**config.mk**
```make
export PLATFORM = sky130hd
export DESIGN_NAME = dda_line_rasterizer_flat
export DESIGN_NICKNAME = d
export VERILOG_FILES = /design/src/rtl/dda_pkg.sv /design/src/rtl/dda_ifs.sv /design/src/rtl/dda_div.sv /design/src/rtl/dda_pix.sv /design/src/rtl/dda_line_rasterizer.sv /design/src/flat_wrapper.sv
export SDC_FILE = /design/constraint.sdc
export NUM_CORES = 1
export LEC_CHECK = 0
export BUFFER_PORTS_ARGS = -buffer_cell sky130_fd_sc_hd__buf_2
export CAP_MARGIN = 40
export CORE_AREA = 2 2 198 200
export DETAILED_ROUTE_END_ITERATION = 10
export DIE_AREA = 0 0 200 202
export GPL_TIMING_DRIVEN = 0
export PLACE_DENSITY = 0.81
export SYNTH_ARGS = -nofsm -noshare
export SYNTH_HDL_FRONTEND = slang
export SYNTH_SLANG_ARGS = --single-unit
export TNS_END_PERCENT = 1
```
**constraint.sdc**
```tcl
create_clock -name clk -period 10 [get_ports clk]
set_clock_uncertainty 0.1 [all_clocks]
set_input_delay 2 -clock clk [delete_from_list [all_inputs] [get_ports clk]]
set_output_delay 2 -clock clk [all_outputs]
set_load 0.005 [all_outputs]
```
**src/rtl/dda_pkg.sv**
```systemverilog
// ----------------------------------------------------------------------------
// dda_pkg
// Shared widths, codes, types and the sequencer state type of the DDA line
// rasterizer.
// ----------------------------------------------------------------------------
`default_nettype none

package dda_pkg;

  // Coordinate and fixed-point formats.
  localparam int COORD_BITS = 16;
  localparam int FRAC_BITS  = 16;

  // Size registers are 13 bits wide.
  localparam int CFG_W = 13;
  localparam int CFG_IDX_W = 1;

  // Position carries two guard bits over the coordinate range.
  localparam int POS_W  = COORD_BITS + FRAC_BITS + 2;
  // An increment lies in [-1.0, +1.0].
  localparam int STEP_W = FRAC_BITS + 2;
  // Dividend of the increment division: |delta| << FRAC_BITS plus half the span.
  localparam int DVD_W  = COORD_BITS + FRAC_BITS;
  localparam int CNT_W  = $clog2(DVD_W);
  // Integer part of a rounded magnitude.
  localparam int RND_W  = POS_W + 1 - FRAC_BITS;
  // Width used for the window compare.
  localparam int CMP_W  = (COORD_BITS > CFG_W) ? COORD_BITS : CFG_W;

  localparam logic [CFG_W-1:0] WIDTH_RST  = CFG_W'(800);
  localparam logic [CFG_W-1:0] HEIGHT_RST = CFG_W'(600);

  // Operation codes of an input transaction.
  localparam logic OP_START = 1'b0;
  localparam logic OP_STEP  = 1'b1;

  // Register indexes on the configuration port.
  localparam logic [CFG_IDX_W-1:0] REG_WIDTH  = 1'b0;
  localparam logic [CFG_IDX_W-1:0] REG_HEIGHT = 1'b1;

  // One rounded pixel with its window flag.
  typedef struct packed {
    logic signed [COORD_BITS-1:0] x;
    logic signed [COORD_BITS-1:0] y;
    logic                         inw;
  } pix_t;

  // Control and status between the sequencer and the divider.
  typedef struct packed {
    logic start;
  } div_ctl_t;

  typedef struct packed {
    logic busy;
    logic done;
  } div_sts_t;

  typedef enum logic [2:0] {
    S_IDLE,
    S_LOAD_X,
    S_WAIT_X,
    S_LOAD_Y,
    S_WAIT_Y,
    S_ADV
  } state_t;

endpackage

`default_nettype wire

```
**src/rtl/dda_ifs.sv**
```systemverilog
// ----------------------------------------------------------------------------
// dda_ifs
// Valid/ready channel interfaces of the DDA line rasterizer: line input,
// pixel output and configuration write.
// ----------------------------------------------------------------------------
`default_nettype none

interface dda_in_if;
  logic                                    valid;
  logic                                    ready;
  logic                                    op;
  logic signed [dda_pkg::COORD_BITS-1:0]   start_x;
  logic signed [dda_pkg::COORD_BITS-1:0]   start_y;
  logic signed [dda_pkg::COORD_BITS-1:0]   end_x;
  logic signed [dda_pkg::COORD_BITS-1:0]   end_y;

  modport source (output valid, op, start_x, start_y, end_x, end_y, input ready);
  modport sink   (input valid, op, start_x, start_y, end_x, end_y, output ready);
endinterface

interface dda_out_if;
  logic                                    valid;
  logic                                    ready;
  logic signed [dda_pkg::COORD_BITS-1:0]   pixel_x;
  logic signed [dda_pkg::COORD_BITS-1:0]   pixel_y;
  logic                                    pixel_valid;
  logic                                    in_window;
  logic                                    last_pixel;

  modport source (output valid, pixel_x, pixel_y, pixel_valid, in_window, last_pixel,
                  input ready);
  modport sink   (input valid, pixel_x, pixel_y, pixel_valid, in_window, last_pixel,
                  output ready);
endinterface

interface dda_cfg_if;
  logic                                valid;
  logic                                ready;
  logic [dda_pkg::CFG_IDX_W-1:0]       index;
  logic [dda_pkg::CFG_W-1:0]           data;

  modport source (output valid, index, data, input ready);
  modport sink   (input valid, index, data, output ready);
endinterface

`default_nettype wire

```
**src/rtl/dda_div.sv**
```systemverilog
// ----------------------------------------------------------------------------
// dda_div
// Restoring radix-2 divider, one quotient bit per cycle, shared by both
// increment divisions.
// ----------------------------------------------------------------------------
`default_nettype none

module dda_div (
  input  wire logic                               clk,
  input  wire logic                               rst_n,
  input  wire dda_pkg::div_ctl_t                  ctl,
  input  wire logic [dda_pkg::DVD_W-1:0]          dividend,
  input  wire logic [dda_pkg::COORD_BITS-1:0]     divisor,
  output dda_pkg::div_sts_t                       sts,
  output logic [dda_pkg::DVD_W-1:0]               quotient
);

  logic [dda_pkg::COORD_BITS-1:0] rem_r;
  logic [dda_pkg::DVD_W-1:0]      quo_r;
  logic [dda_pkg::CNT_W-1:0]      cnt_r;
  logic                           busy_r;
  logic                           done_r;

  logic [dda_pkg::COORD_BITS:0]   trial;
  logic                           fits;
  logic [dda_pkg::COORD_BITS:0]   diff;
  logic                           cnt_last;

  // The partial remainder always stays below the divisor, so the difference
  // fits back into the remainder register.
  assign trial    = {rem_r, quo_r[dda_pkg::DVD_W-1]};
  assign fits     = trial >= {1'b0, divisor};
  assign diff     = trial - {1'b0, divisor};
  assign cnt_last = cnt_r == dda_pkg::CNT_W'(dda_pkg::DVD_W - 1);

  always_ff @(posedge clk) begin
    if (!rst_n) begin
      busy_r <= 1'b0;
      done_r <= 1'b0;
      cnt_r  <= '0;
    end else begin
      done_r <= !ctl.start && busy_r && cnt_last;
      if (ctl.start) begin
        busy_r <= 1'b1;
        cnt_r  <= '0;
      end else if (busy_r) begin
        cnt_r <= cnt_r + 1'b1;
        if (cnt_last) busy_r <= 1'b0;
      end
    end
  end

  always_ff @(posedge clk) begin
    if (ctl.start) begin
      rem_r <= '0;
      quo_r <= dividend;
    end else if (busy_r) begin
      rem_r <= fits ? diff[dda_pkg::COORD_BITS-1:0] : trial[dda_pkg::COORD_BITS-1:0];
      quo_r <= {quo_r[dda_pkg::DVD_W-2:0], fits};
    end
  end

  assign sts.busy = busy_r;
  assign sts.done = done_r;
  assign quotient = quo_r;

endmodule

`default_nettype wire

```
**src/rtl/dda_pix.sv**
```systemverilog
// ----------------------------------------------------------------------------
// dda_pix
// Rounds a fixed-point position to integer pixel coordinates, half away from
// zero with saturation, and flags whether the pixel lies in the window.
// ----------------------------------------------------------------------------
`default_nettype none

module dda_pix (
  input  wire logic signed [dda_pkg::POS_W-1:0]  pos_x,
  input  wire logic signed [dda_pkg::POS_W-1:0]  pos_y,
  input  wire logic [dda_pkg::CFG_W-1:0]         width,
  input  wire logic [dda_pkg::CFG_W-1:0]         height,
  output dda_pkg::pix_t                          pix
);

  localparam int HALF    = 1 << (dda_pkg::FRAC_BITS - 1);
  localparam int MAG_POS = (1 << (dda_pkg::COORD_BITS - 1)) - 1;
  localparam int MAG_NEG = 1 << (dda_pkg::COORD_BITS - 1);

  function automatic logic [dda_pkg::COORD_BITS-1:0] round_coord(
    input logic [dda_pkg::POS_W-1:0] v
  );
    logic                            neg;
    logic [dda_pkg::POS_W-1:0]       m;
    logic [dda_pkg::POS_W:0]         s;
    logic [dda_pkg::RND_W-1:0]       r;
    logic [dda_pkg::COORD_BITS-1:0]  rl;
    neg = v[dda_pkg::POS_W-1];
    m   = neg ? (~v + 1'b1) : v;
    s   = {1'b0, m} + (dda_pkg::POS_W + 1)'(HALF);
    r   = s[dda_pkg::POS_W:dda_pkg::FRAC_BITS];
    if (neg) begin
      if (r > dda_pkg::RND_W'(MAG_NEG)) r = dda_pkg::RND_W'(MAG_NEG);
      rl = r[dda_pkg::COORD_BITS-1:0];
      return ~rl + 1'b1;
    end else begin
      if (r > dda_pkg::RND_W'(MAG_POS)) r = dda_pkg::RND_W'(MAG_POS);
      return r[dda_pkg::COORD_BITS-1:0];
    end
  endfunction

  logic [dda_pkg::COORD_BITS-1:0] x;
  logic [dda_pkg::COORD_BITS-1:0] y;
  logic [dda_pkg::CMP_W-1:0]      xz;
  logic [dda_pkg::CMP_W-1:0]      yz;

  assign x  = round_coord(pos_x);
  assign y  = round_coord(pos_y);
  assign xz = dda_pkg::CMP_W'(x);
  assign yz = dda_pkg::CMP_W'(y);

  assign pix.x   = x;
  assign pix.y   = y;
  assign pix.inw = !x[dda_pkg::COORD_BITS-1] && !y[dda_pkg::COORD_BITS-1] &&
                   (xz < dda_pkg::CMP_W'(width)) && (yz < dda_pkg::CMP_W'(height));

endmodule

`default_nettype wire

```
**src/rtl/dda_line_rasterizer.sv**
```systemverilog
// ----------------------------------------------------------------------------
// dda_line_rasterizer
// DDA line rasterizer: a start transaction loads two endpoints, each step
// transaction returns the next pixel of the line, endpoint included.
// ----------------------------------------------------------------------------
//
//   Channel  Direction  Handshake      Carries
//   in_if    sink       valid/ready    op, start_x, start_y, end_x, end_y
//   out_if   source     valid/ready    pixel_x, pixel_y, pixel_valid,
//                                      in_window, last_pixel
//   cfg_if   sink       valid/ready    index, data (always ready)
//
// Steps can be accepted back to back while the output register drains. A start
// transaction places its first pixel in the output register at once, then the
// block is not ready while the single radix-2 divider produces the x and then
// the y increment, one quotient bit per cycle. A zero-length line needs no
// division and the block stays ready. Reset is synchronous and active low; it
// clears the sequencer, the line-active flag, the pixel count, the output valid
// flag and the size registers (800 by 600). A stalled output holds its
// transaction and blocks new input until it is taken.
// ----------------------------------------------------------------------------
`default_nettype none

module dda_line_rasterizer (
  input  wire logic  clk,
  input  wire logic  rst_n,
  dda_in_if.sink     in_if,
  dda_out_if.source  out_if,
  dda_cfg_if.sink    cfg_if
);

  localparam int CB = dda_pkg::COORD_BITS;
  localparam int FB = dda_pkg::FRAC_BITS;

  // --------------------------------------------------------------------------
  // Size registers. User writes only while the block is idle; not enforced.
  // --------------------------------------------------------------------------
  logic [dda_pkg::CFG_W-1:0] width_r;
  logic [dda_pkg::CFG_W-1:0] height_r;

  assign cfg_if.ready = 1'b1;

  always_ff @(posedge clk) begin
    if (!rst_n) begin
      width_r  <= dda_pkg::WIDTH_RST;
      height_r <= dda_pkg::HEIGHT_RST;
    end else if (cfg_if.valid) begin
      case (cfg_if.index)
        dda_pkg::REG_WIDTH:  width_r  <= cfg_if.data;
        dda_pkg::REG_HEIGHT: height_r <= cfg_if.data;
        default: ;
      endcase
    end
  end

  // --------------------------------------------------------------------------
  // Line state and sequencer.
  // --------------------------------------------------------------------------
  dda_pkg::state_t state_r;
  dda_pkg::state_t state_nxt;

  logic signed [dda_pkg::POS_W-1:0]  pos_x_r;
  logic signed [dda_pkg::POS_W-1:0]  pos_y_r;
  logic signed [dda_pkg::STEP_W-1:0] step_x_r;
  logic signed [dda_pkg::STEP_W-1:0] step_y_r;
  logic [CB-1:0]                     pixels_left_r;
  logic                              line_active_r;

  // Span of the line being divided, with the delta magnitudes and signs.
  logic [CB-1:0] side_r;
  logic [CB-1:0] mag_x_r;
  logic [CB-1:0] mag_y_r;
  logic          neg_x_r;
  logic          neg_y_r;

  // Output register.
  logic                  out_valid_r;
  logic signed [CB-1:0]  out_x_r;
  logic signed [CB-1:0]  out_y_r;
  logic                  out_inw_r;
  logic                  out_last_r;

  // Sequencer outputs.
  logic in_ready;
  logic div_sel_y;
  dda_pkg::div_ctl_t div_ctl;
  dda_pkg::div_sts_t div_sts;

  logic out_free;
  assign out_free = !out_valid_r || out_if.ready;

  logic in_acc;
  logic is_start;
  assign in_acc   = in_if.valid && in_ready;
  assign is_start = in_if.op == dda_pkg::OP_START;

  // Deltas and the step count of a new line.
  logic signed [CB:0] dx;
  logic signed [CB:0] dy;
  logic [CB:0]        adx;
  logic [CB:0]        ady;
  logic [CB-1:0]      mdx;
  logic [CB-1:0]      mdy;
  logic [CB-1:0]      side;

  assign dx   = {in_if.end_x[CB-1], in_if.end_x} - {in_if.start_x[CB-1], in_if.start_x};
  assign dy   = {in_if.end_y[CB-1], in_if.end_y} - {in_if.start_y[CB-1], in_if.start_y};
  assign adx  = dx[CB] ? (~dx + 1'b1) : dx;
  assign ady  = dy[CB] ? (~dy + 1'b1) : dy;
  assign mdx  = adx[CB-1:0];
  assign mdy  = ady[CB-1:0];
  assign side = (mdx >= mdy) ? mdx : mdy;

  logic side_zero;
  assign side_zero = side == '0;

  // Start position in fixed point.
  logic signed [dda_pkg::POS_W-1:0] start_pos_x;
  logic signed [dda_pkg::POS_W-1:0] start_pos_y;
  assign start_pos_x = {{(dda_pkg::POS_W-CB-FB){in_if.start_x[CB-1]}},
                        in_if.start_x, {FB{1'b0}}};
  assign start_pos_y = {{(dda_pkg::POS_W-CB-FB){in_if.start_y[CB-1]}},
                        in_if.start_y, {FB{1'b0}}};

  // The pixel of a start transaction is its start point; a step returns the
  // current accumulated position.
  dda_pkg::pix_t pix;

  dda_pix u_pix (
    .pos_x  (is_start ? start_pos_x : pos_x_r),
    .pos_y  (is_start ? start_pos_y : pos_y_r),
    .width  (width_r),
    .height (height_r),
    .pix    (pix)
  );

  // Divider operands: |delta| << FRAC_BITS plus half the span, so the
  // quotient comes out rounded half away from zero.
  logic [dda_pkg::DVD_W-1:0] dividend;
  logic [dda_pkg::DVD_W-1:0] quotient;
  logic [FB:0]               q;
  logic                      q_neg;
  logic signed [dda_pkg::STEP_W-1:0] step_new;

  assign dividend = {(div_sel_y ? mag_y_r : mag_x_r), {FB{1'b0}}} +
                    dda_pkg::DVD_W'(side_r >> 1);
  assign q        = quotient[FB:0];
  assign q_neg    = div_sel_y ? neg_y_r : neg_x_r;
  assign step_new = q_neg ? -dda_pkg::STEP_W'(q) : dda_pkg::STEP_W'(q);

  dda_div u_div (
    .clk      (clk),
    .rst_n    (rst_n),
    .ctl      (div_ctl),
    .dividend (dividend),
    .divisor  (side_r),
    .sts      (div_sts),
    .quotient (quotient)
  );

  // Next state.
  always_comb begin
    state_nxt = state_r;
    case (state_r)
      dda_pkg::S_IDLE: begin
        if (in_acc && is_start && !side_zero) state_nxt = dda_pkg::S_LOAD_X;
      end
      dda_pkg::S_LOAD_X: state_nxt = dda_pkg::S_WAIT_X;
      dda_pkg::S_WAIT_X: begin
        if (div_sts.done) state_nxt = dda_pkg::S_LOAD_Y;
      end
      dda_pkg::S_LOAD_Y: state_nxt = dda_pkg::S_WAIT_Y;
      dda_pkg::S_WAIT_Y: begin
        if (div_sts.done) state_nxt = dda_pkg::S_ADV;
      end
      dda_pkg::S_ADV:    state_nxt = dda_pkg::S_IDLE;
      default:           state_nxt = dda_pkg::S_IDLE;
    endcase
  end

  // Sequencer outputs.
  always_comb begin
    in_ready      = 1'b0;
    div_ctl.start = 1'b0;
    div_sel_y     = 1'b0;
    case (state_r)
      dda_pkg::S_IDLE:   in_ready = out_free;
      dda_pkg::S_LOAD_X: div_ctl.start = 1'b1;
      dda_pkg::S_WAIT_X: div_sel_y = 1'b0;
      dda_pkg::S_LOAD_Y: begin
        div_ctl.start = 1'b1;
        div_sel_y     = 1'b1;
      end
      dda_pkg::S_WAIT_Y: div_sel_y = 1'b1;
      dda_pkg::S_ADV:    div_sel_y = 1'b0;
      default:           in_ready = 1'b0;
    endcase
  end

  assign in_if.ready = in_ready;

  // A transaction produces a pixel for every start and for a step while a
  // line is still running; a step with no line is taken and dropped.
  logic out_load;
  logic step_last;
  assign out_load  = in_acc && (is_start || line_active_r);
  assign step_last = pixels_left_r == CB'(1);

  always_ff @(posedge clk) begin
    if (!rst_n) begin
      state_r       <= dda_pkg::S_IDLE;
      line_active_r <= 1'b0;
      pixels_left_r <= '0;
      out_valid_r   <= 1'b0;
    end else begin
      state_r <= state_nxt;

      if (out_load) out_valid_r <= 1'b1;
      else if (out_if.ready) out_valid_r <= 1'b0;

      if (in_acc && is_start) begin
        line_active_r <= 1'b0;
        pixels_left_r <= side;
      end else if (in_acc && line_active_r) begin
        pixels_left_r <= pixels_left_r - 1'b1;
        if (step_last) line_active_r <= 1'b0;
      end else if (state_r == dda_pkg::S_ADV) begin
        line_active_r <= 1'b1;
      end
    end
  end

  always_ff @(posedge clk) begin
    if (out_load) begin
      out_x_r    <= pix.x;
      out_y_r    <= pix.y;
      out_inw_r  <= pix.inw;
      out_last_r <= is_start ? side_zero : step_last;
    end

    if (in_acc && is_start) begin
      pos_x_r  <= start_pos_x;
      pos_y_r  <= start_pos_y;
      side_r   <= side;
      mag_x_r  <= mdx;
      mag_y_r  <= mdy;
      neg_x_r  <= dx[CB];
      neg_y_r  <= dy[CB];
      step_x_r <= '0;
      step_y_r <= '0;
    end else if (in_acc && line_active_r) begin
      pos_x_r <= pos_x_r + dda_pkg::POS_W'(step_x_r);
      pos_y_r <= pos_y_r + dda_pkg::POS_W'(step_y_r);
    end else if (state_r == dda_pkg::S_ADV) begin
      // The first pixel went to the output register at the start; move on to the second.
      pos_x_r <= pos_x_r + dda_pkg::POS_W'(step_x_r);
      pos_y_r <= pos_y_r + dda_pkg::POS_W'(step_y_r);
    end

    if (state_r == dda_pkg::S_WAIT_X && div_sts.done) step_x_r <= step_new;
    if (state_r == dda_pkg::S_WAIT_Y && div_sts.done) step_y_r <= step_new;
  end

  assign out_if.valid       = out_valid_r;
  assign out_if.pixel_x     = out_x_r;
  assign out_if.pixel_y     = out_y_r;
  assign out_if.pixel_valid = 1'b1;
  assign out_if.in_window   = out_inw_r;
  assign out_if.last_pixel  = out_last_r;

  // --------------------------------------------------------------------------
  // Assertions.
  // --------------------------------------------------------------------------

  // A running line always has pixels left to return.
  a_active_has_pixels: assert property (@(posedge clk) disable iff (!rst_n)
    line_active_r |-> pixels_left_r != '0)
    else $error("line active with no pixels left");

  // The divider finishes only while the sequencer waits for it.
  a_done_in_wait: assert property (@(posedge clk) disable iff (!rst_n)
    div_sts.done |-> (state_r == dda_pkg::S_WAIT_X || state_r == dda_pkg::S_WAIT_Y))
    else $error("divider result outside a wait state");

  // A start transaction with a nonzero span blocks the input while dividing.
  a_start_blocks: assert property (@(posedge clk) disable iff (!rst_n)
    (in_acc && is_start && !side_zero) |=> !in_if.ready)
    else $error("input ready right after a dividing start");

  // The step that returns the final pixel ends the line.
  a_last_ends_line: assert property (@(posedge clk) disable iff (!rst_n)
    (in_acc && !is_start && line_active_r && step_last) |=> !line_active_r)
    else $error("line still active after its last pixel");

endmodule

`default_nettype wire
```
**src/flat_wrapper.sv**
```systemverilog
// flat-port wrapper written by rule: the top's interface ports become plain ports
module dda_line_rasterizer_flat 
  (clk, rst_n, in_if_valid, in_if_op, in_if_start_x, in_if_start_y, in_if_end_x, in_if_end_y, in_if_ready, out_if_valid, out_if_pixel_x, out_if_pixel_y, out_if_pixel_valid, out_if_in_window, out_if_last_pixel, out_if_ready, cfg_if_valid, cfg_if_index, cfg_if_data, cfg_if_ready);
  dda_in_if in_if_i ();
  dda_out_if out_if_i ();
  dda_cfg_if cfg_if_i ();
  input  wire logic clk;
  input  wire logic rst_n;
  input wire logic [$bits(in_if_i.valid)-1:0] in_if_valid;
  input wire logic [$bits(in_if_i.op)-1:0] in_if_op;
  input wire logic [$bits(in_if_i.start_x)-1:0] in_if_start_x;
  input wire logic [$bits(in_if_i.start_y)-1:0] in_if_start_y;
  input wire logic [$bits(in_if_i.end_x)-1:0] in_if_end_x;
  input wire logic [$bits(in_if_i.end_y)-1:0] in_if_end_y;
  output wire logic [$bits(in_if_i.ready)-1:0] in_if_ready;
  output wire logic [$bits(out_if_i.valid)-1:0] out_if_valid;
  output wire logic [$bits(out_if_i.pixel_x)-1:0] out_if_pixel_x;
  output wire logic [$bits(out_if_i.pixel_y)-1:0] out_if_pixel_y;
  output wire logic [$bits(out_if_i.pixel_valid)-1:0] out_if_pixel_valid;
  output wire logic [$bits(out_if_i.in_window)-1:0] out_if_in_window;
  output wire logic [$bits(out_if_i.last_pixel)-1:0] out_if_last_pixel;
  input wire logic [$bits(out_if_i.ready)-1:0] out_if_ready;
  input wire logic [$bits(cfg_if_i.valid)-1:0] cfg_if_valid;
  input wire logic [$bits(cfg_if_i.index)-1:0] cfg_if_index;
  input wire logic [$bits(cfg_if_i.data)-1:0] cfg_if_data;
  output wire logic [$bits(cfg_if_i.ready)-1:0] cfg_if_ready;
  assign in_if_i.valid = in_if_valid;
  assign in_if_i.op = in_if_op;
  assign in_if_i.start_x = in_if_start_x;
  assign in_if_i.start_y = in_if_start_y;
  assign in_if_i.end_x = in_if_end_x;
  assign in_if_i.end_y = in_if_end_y;
  assign in_if_ready = in_if_i.ready;
  assign out_if_valid = out_if_i.valid;
  assign out_if_pixel_x = out_if_i.pixel_x;
  assign out_if_pixel_y = out_if_i.pixel_y;
  assign out_if_pixel_valid = out_if_i.pixel_valid;
  assign out_if_in_window = out_if_i.in_window;
  assign out_if_last_pixel = out_if_i.last_pixel;
  assign out_if_i.ready = out_if_ready;
  assign cfg_if_i.valid = cfg_if_valid;
  assign cfg_if_i.index = cfg_if_index;
  assign cfg_if_i.data = cfg_if_data;
  assign cfg_if_ready = cfg_if_i.ready;
  dda_line_rasterizer u_core (.clk(clk), .rst_n(rst_n), .in_if(in_if_i), .out_if(out_if_i), .cfg_if(cfg_if_i));
endmodule
```
==> impl_metrics.json <==
{
  "drive_gt1_share_pct": 9.63,
  "grt_usage_pct": 34.2,
  "yosysTopAreaCell": "edfxtp_1",
  "multi_input_area_mm2": 0.0141,
  "power_mw": 5.06,
  "setup.worst_path.start_class": "primary input",
  "critPathCaptureType": "flip-flop",
  "drv_slew": 0,
  "hold_viol_final": 0,
  "io_pins": 122,
  "nets": 3040,
  "critPathSlowestCell": "or4b_1",
  "synthArstFlopShare_pct": 0,
  "final_cell_area_mm2": 0.0255,
  "core_mm2": 0.0383,
  "clock-sinks": 290,
  "maxCapViolations": 0,
  "syn_avg_cell_area_um2": 8.68,
  "place_inst": 3264,
  "grt_pass1_vias": 20500,
  "required_ns": 10.28,
  "fillers": 3086,
  "vias": 21600,
  "fmax_mhz": 102,
  "yosys_warnings": 0,
  "die_x_um": 200,
  "r2r_cells": 31,
  "route.detailed.drc": 0,
  "wl_mm": 69.4,
  "crit_arrival_ns": 10.05,
  "wl_per_cell_um": 20.8,
  "synth_top_cell_area_share_pct": 24.8,
  "ctsHoldBuffers": 0,
  "status": "complete, no violations",
  "p_sw_mw": 1.94,
  "synth_edf_count": 188,
  "areaGrowthSynthToFinish_pct": 12.0,
  "r2r-start": "u_core.pos_x_r[3]",
  "timing.hold.ws_ns": 0.367,
  "layout_min_cycle_time_ns": 9.77,
  "overflow": 0,
  "syn-instance-count": 2622,
  "place_ws_ns": -1.52,
  "grt_max_degree": 37,
  "gp_congestion": 0.999,
  "regArea_mm2": 0.00769,
  "path_class": "primary input to flip-flop",
  "grt_antenna_before_repair": 7,
  "r2r-end": "u_core.out_if.in_window",
  "worstPathMaxFanout": 10,
  "grt_pass1_wl_mm": 109,
  "hold_class": "flip-flop to flip-flop",
  "core.rowCount": 72,
  "synth_area_mm2": 0.0228,
  "slew_headroom_pct": 36.4,
  "dpl.hpwl_mm": 53.7,
  "swShare_pct": 38.4,
  "worst_pin_slew_ns": 0.954,
  "p_int_mw": 3.12,
  "powerDensity_mw_per_mm2": 198,
  "final_core_util_pct": 66.6,
  "critPathCapture": "u_core.out_if.in_window",
  "port_buffers": 118,
  "synth_cell_types": 107,
  "synth_area_leaders": "edfxtp_1 25%, ha_1 9.1%, dfxtp_1 9.0%, xnor2_1 4.6%, a21oi_1 4.1%",
  "crit_path_start": "in_if_op",
  "htree_num_levels": 2,
  "period_share_pct": 97.7,
  "power_leakage_nw": 10.4,
  "clock_latency_ns": 0.57,
  "clockPowerShare_pct": 27.0,
  "start_util_pct": 59.5,
  "synth-seq-area-share_pct": 33.8,
  "setup_slack_ns": 0.228,
  "fin_cells": 3339,
  "synth_seq_cells": 290,
  "worstHoldStart": "u_core.height_r[1]",
  "path_clk_slew_ns": 0.05,
  "die_y_um": 202,
  "die-area_mm2": 0.0404,
  "cts_tree": "yes",
  "cts_inserted_buffers": 36,
  "p_seq_share_pct": 32.0,
  "drtAntennaViolNets": 0,
  "clock_path_buffers": 3,
  "first_pass_iters": 6,
  "finalSetupViolCount": 0,
  "place_area_mm2": 0.0241,
  "rrSetupSlack_ns": 1.06,
  "share_comb_of_total_power_pct": 41.1,
  "cts_root_buf": "clkbuf_16",
  "fin_tns_setup_ns": 0,
  "viasPerCell": 6.47,
  "max-vdd-ir-drop_mv": 0.128,
  "drt-initial-drc-count": 2794,
  "slowest_delay_ns": 0.61,
  "synthFlopType": "edfxtp_1"
}
==> critical path: cells and delay by family <==
family / cells / cell delay, ns
muxes: 3 / 0.91
buffers and inverters: 6 / 1.22
adders and majority gates: 2 / 0.54
and+or+nand+nor: 9 / 3.35
AOI/OAI and AO/OA: 9 / 2.01
==> power by group through the flow <==
stage / clock [mW] / sequential [mW] / combinational (mW)
after floorplan: 0 / 1.61 / 1.44
after global placement: 0 / 1.63 / 1.89
after detailed placement: 0 / 1.64 / 1.98
after CTS: 1.37 / 1.61 / 2.01
after global routing: 1.42 / 1.63 / 2.26
final: 1.36 / 1.62 / 2.08
==> kinds of logic (layout without fill, tap and decap cells) <==
family | after synthesis | in the layout | share of synthesized area [%]
AO/OA/AOI/OAI | 726 | 726 | 21.0
multiplexers | 99 | 99 | 4.47
flip-flops | 290 | 290 | 33.8
other | 1 | 9 | 0.0165
adder cells (fa/ha/maj) | 170 | 170 | 9.51
AND/OR/NAND/NOR | 883 | 883 | 19.3
XOR/XNOR | 193 | 193 | 7.49
buffers and inverters | 260 | 451 | 4.51
==> timing repair <==
action / CTS / global route
setup buffers: 1 / 2
resized for setup: 3 / 34
setup endpoints to repair: 1 / 1
pin swaps: 1 / 3
==> area by class of cell <==
type / count / share of cell area [%]
plain buffers: 98 / 1.80
diodes: 7 / 0.0687
well taps: 518 / 2.54
repair buffers: 127 / 2.81
clock buffers: 59 / 4.24
flip-flops and latches: 290 / 30.2
clock inverters: 7 / 0.540
inverters: 160 / 2.36
multi-input cells: 2073 / 55.5
==> layer usage <==
metal  global-route usage (%)  routed length, um  vias up
met1                     45.8              27700    10200
li1                         -                  -     9985
met5                        0                  0        -
met4                     14.9               3010        0
met3                     5.81               7520      194
met2                     54.3              31200     1241
==> synthesized netlist by cell type (all sizes together), types with 28 or more instances <==
master    n
nand2   226
nor2b    36
a21o     49
inv     159
a21oi   186
and3     29
clkbuf   76
nand3    61
or3      28
edfxtp  188
o21ai   163
nor3     75
o31ai    28
xor2     73
mux2i    78
nor4     38
xnor2   120
o211ai   32
dfxtp   102
a31oi    38
ha      165
a21boi   34
nor2    240
nand2b   34
==> cells in the final DEF (no fill, tap or decap), drive strengths merged, types with 23 or more instances in the layout <==
cell type    n
nor4        38
buf        148
nor2b       36
a21boi      34
nand2b      34
nand4       23
mux2i       78
ha         165
nor2       240
nand3       61
o21ai      163
edfxtp     188
or3         28
nor3        75
and3        29
o31ai       28
inv        161
o21a        24
dfxtp      102
a21oi      186
nand2      226
a31oi       38
o211ai      32
a21o        49
xnor2      120
xor2        73
clkbuf     136
==> state kept, by name, summed over array words and instances, names as in the netlist, 18 cells and up <==
signal	flops
u_core.step_x_r	18
u_core.pos_x_r	34
u_core.pos_y_r	34
u_core.u_div.quotient	32
u_core.step_y_r	18
==> worst min path at each step <==
stage,cells after the start,end
CTS,2,u_core.height_r[1]
detailed placement,2,u_core.height_r[1]
finish,2,u_core.height_r[1]
global placement,2,u_core.u_div.rem_r[15]
floorplan,2,u_core.u_div.rem_r[15]
global route,2,u_core.width_r[6]
Note: power is estimated with default switching activity, not from simulation.
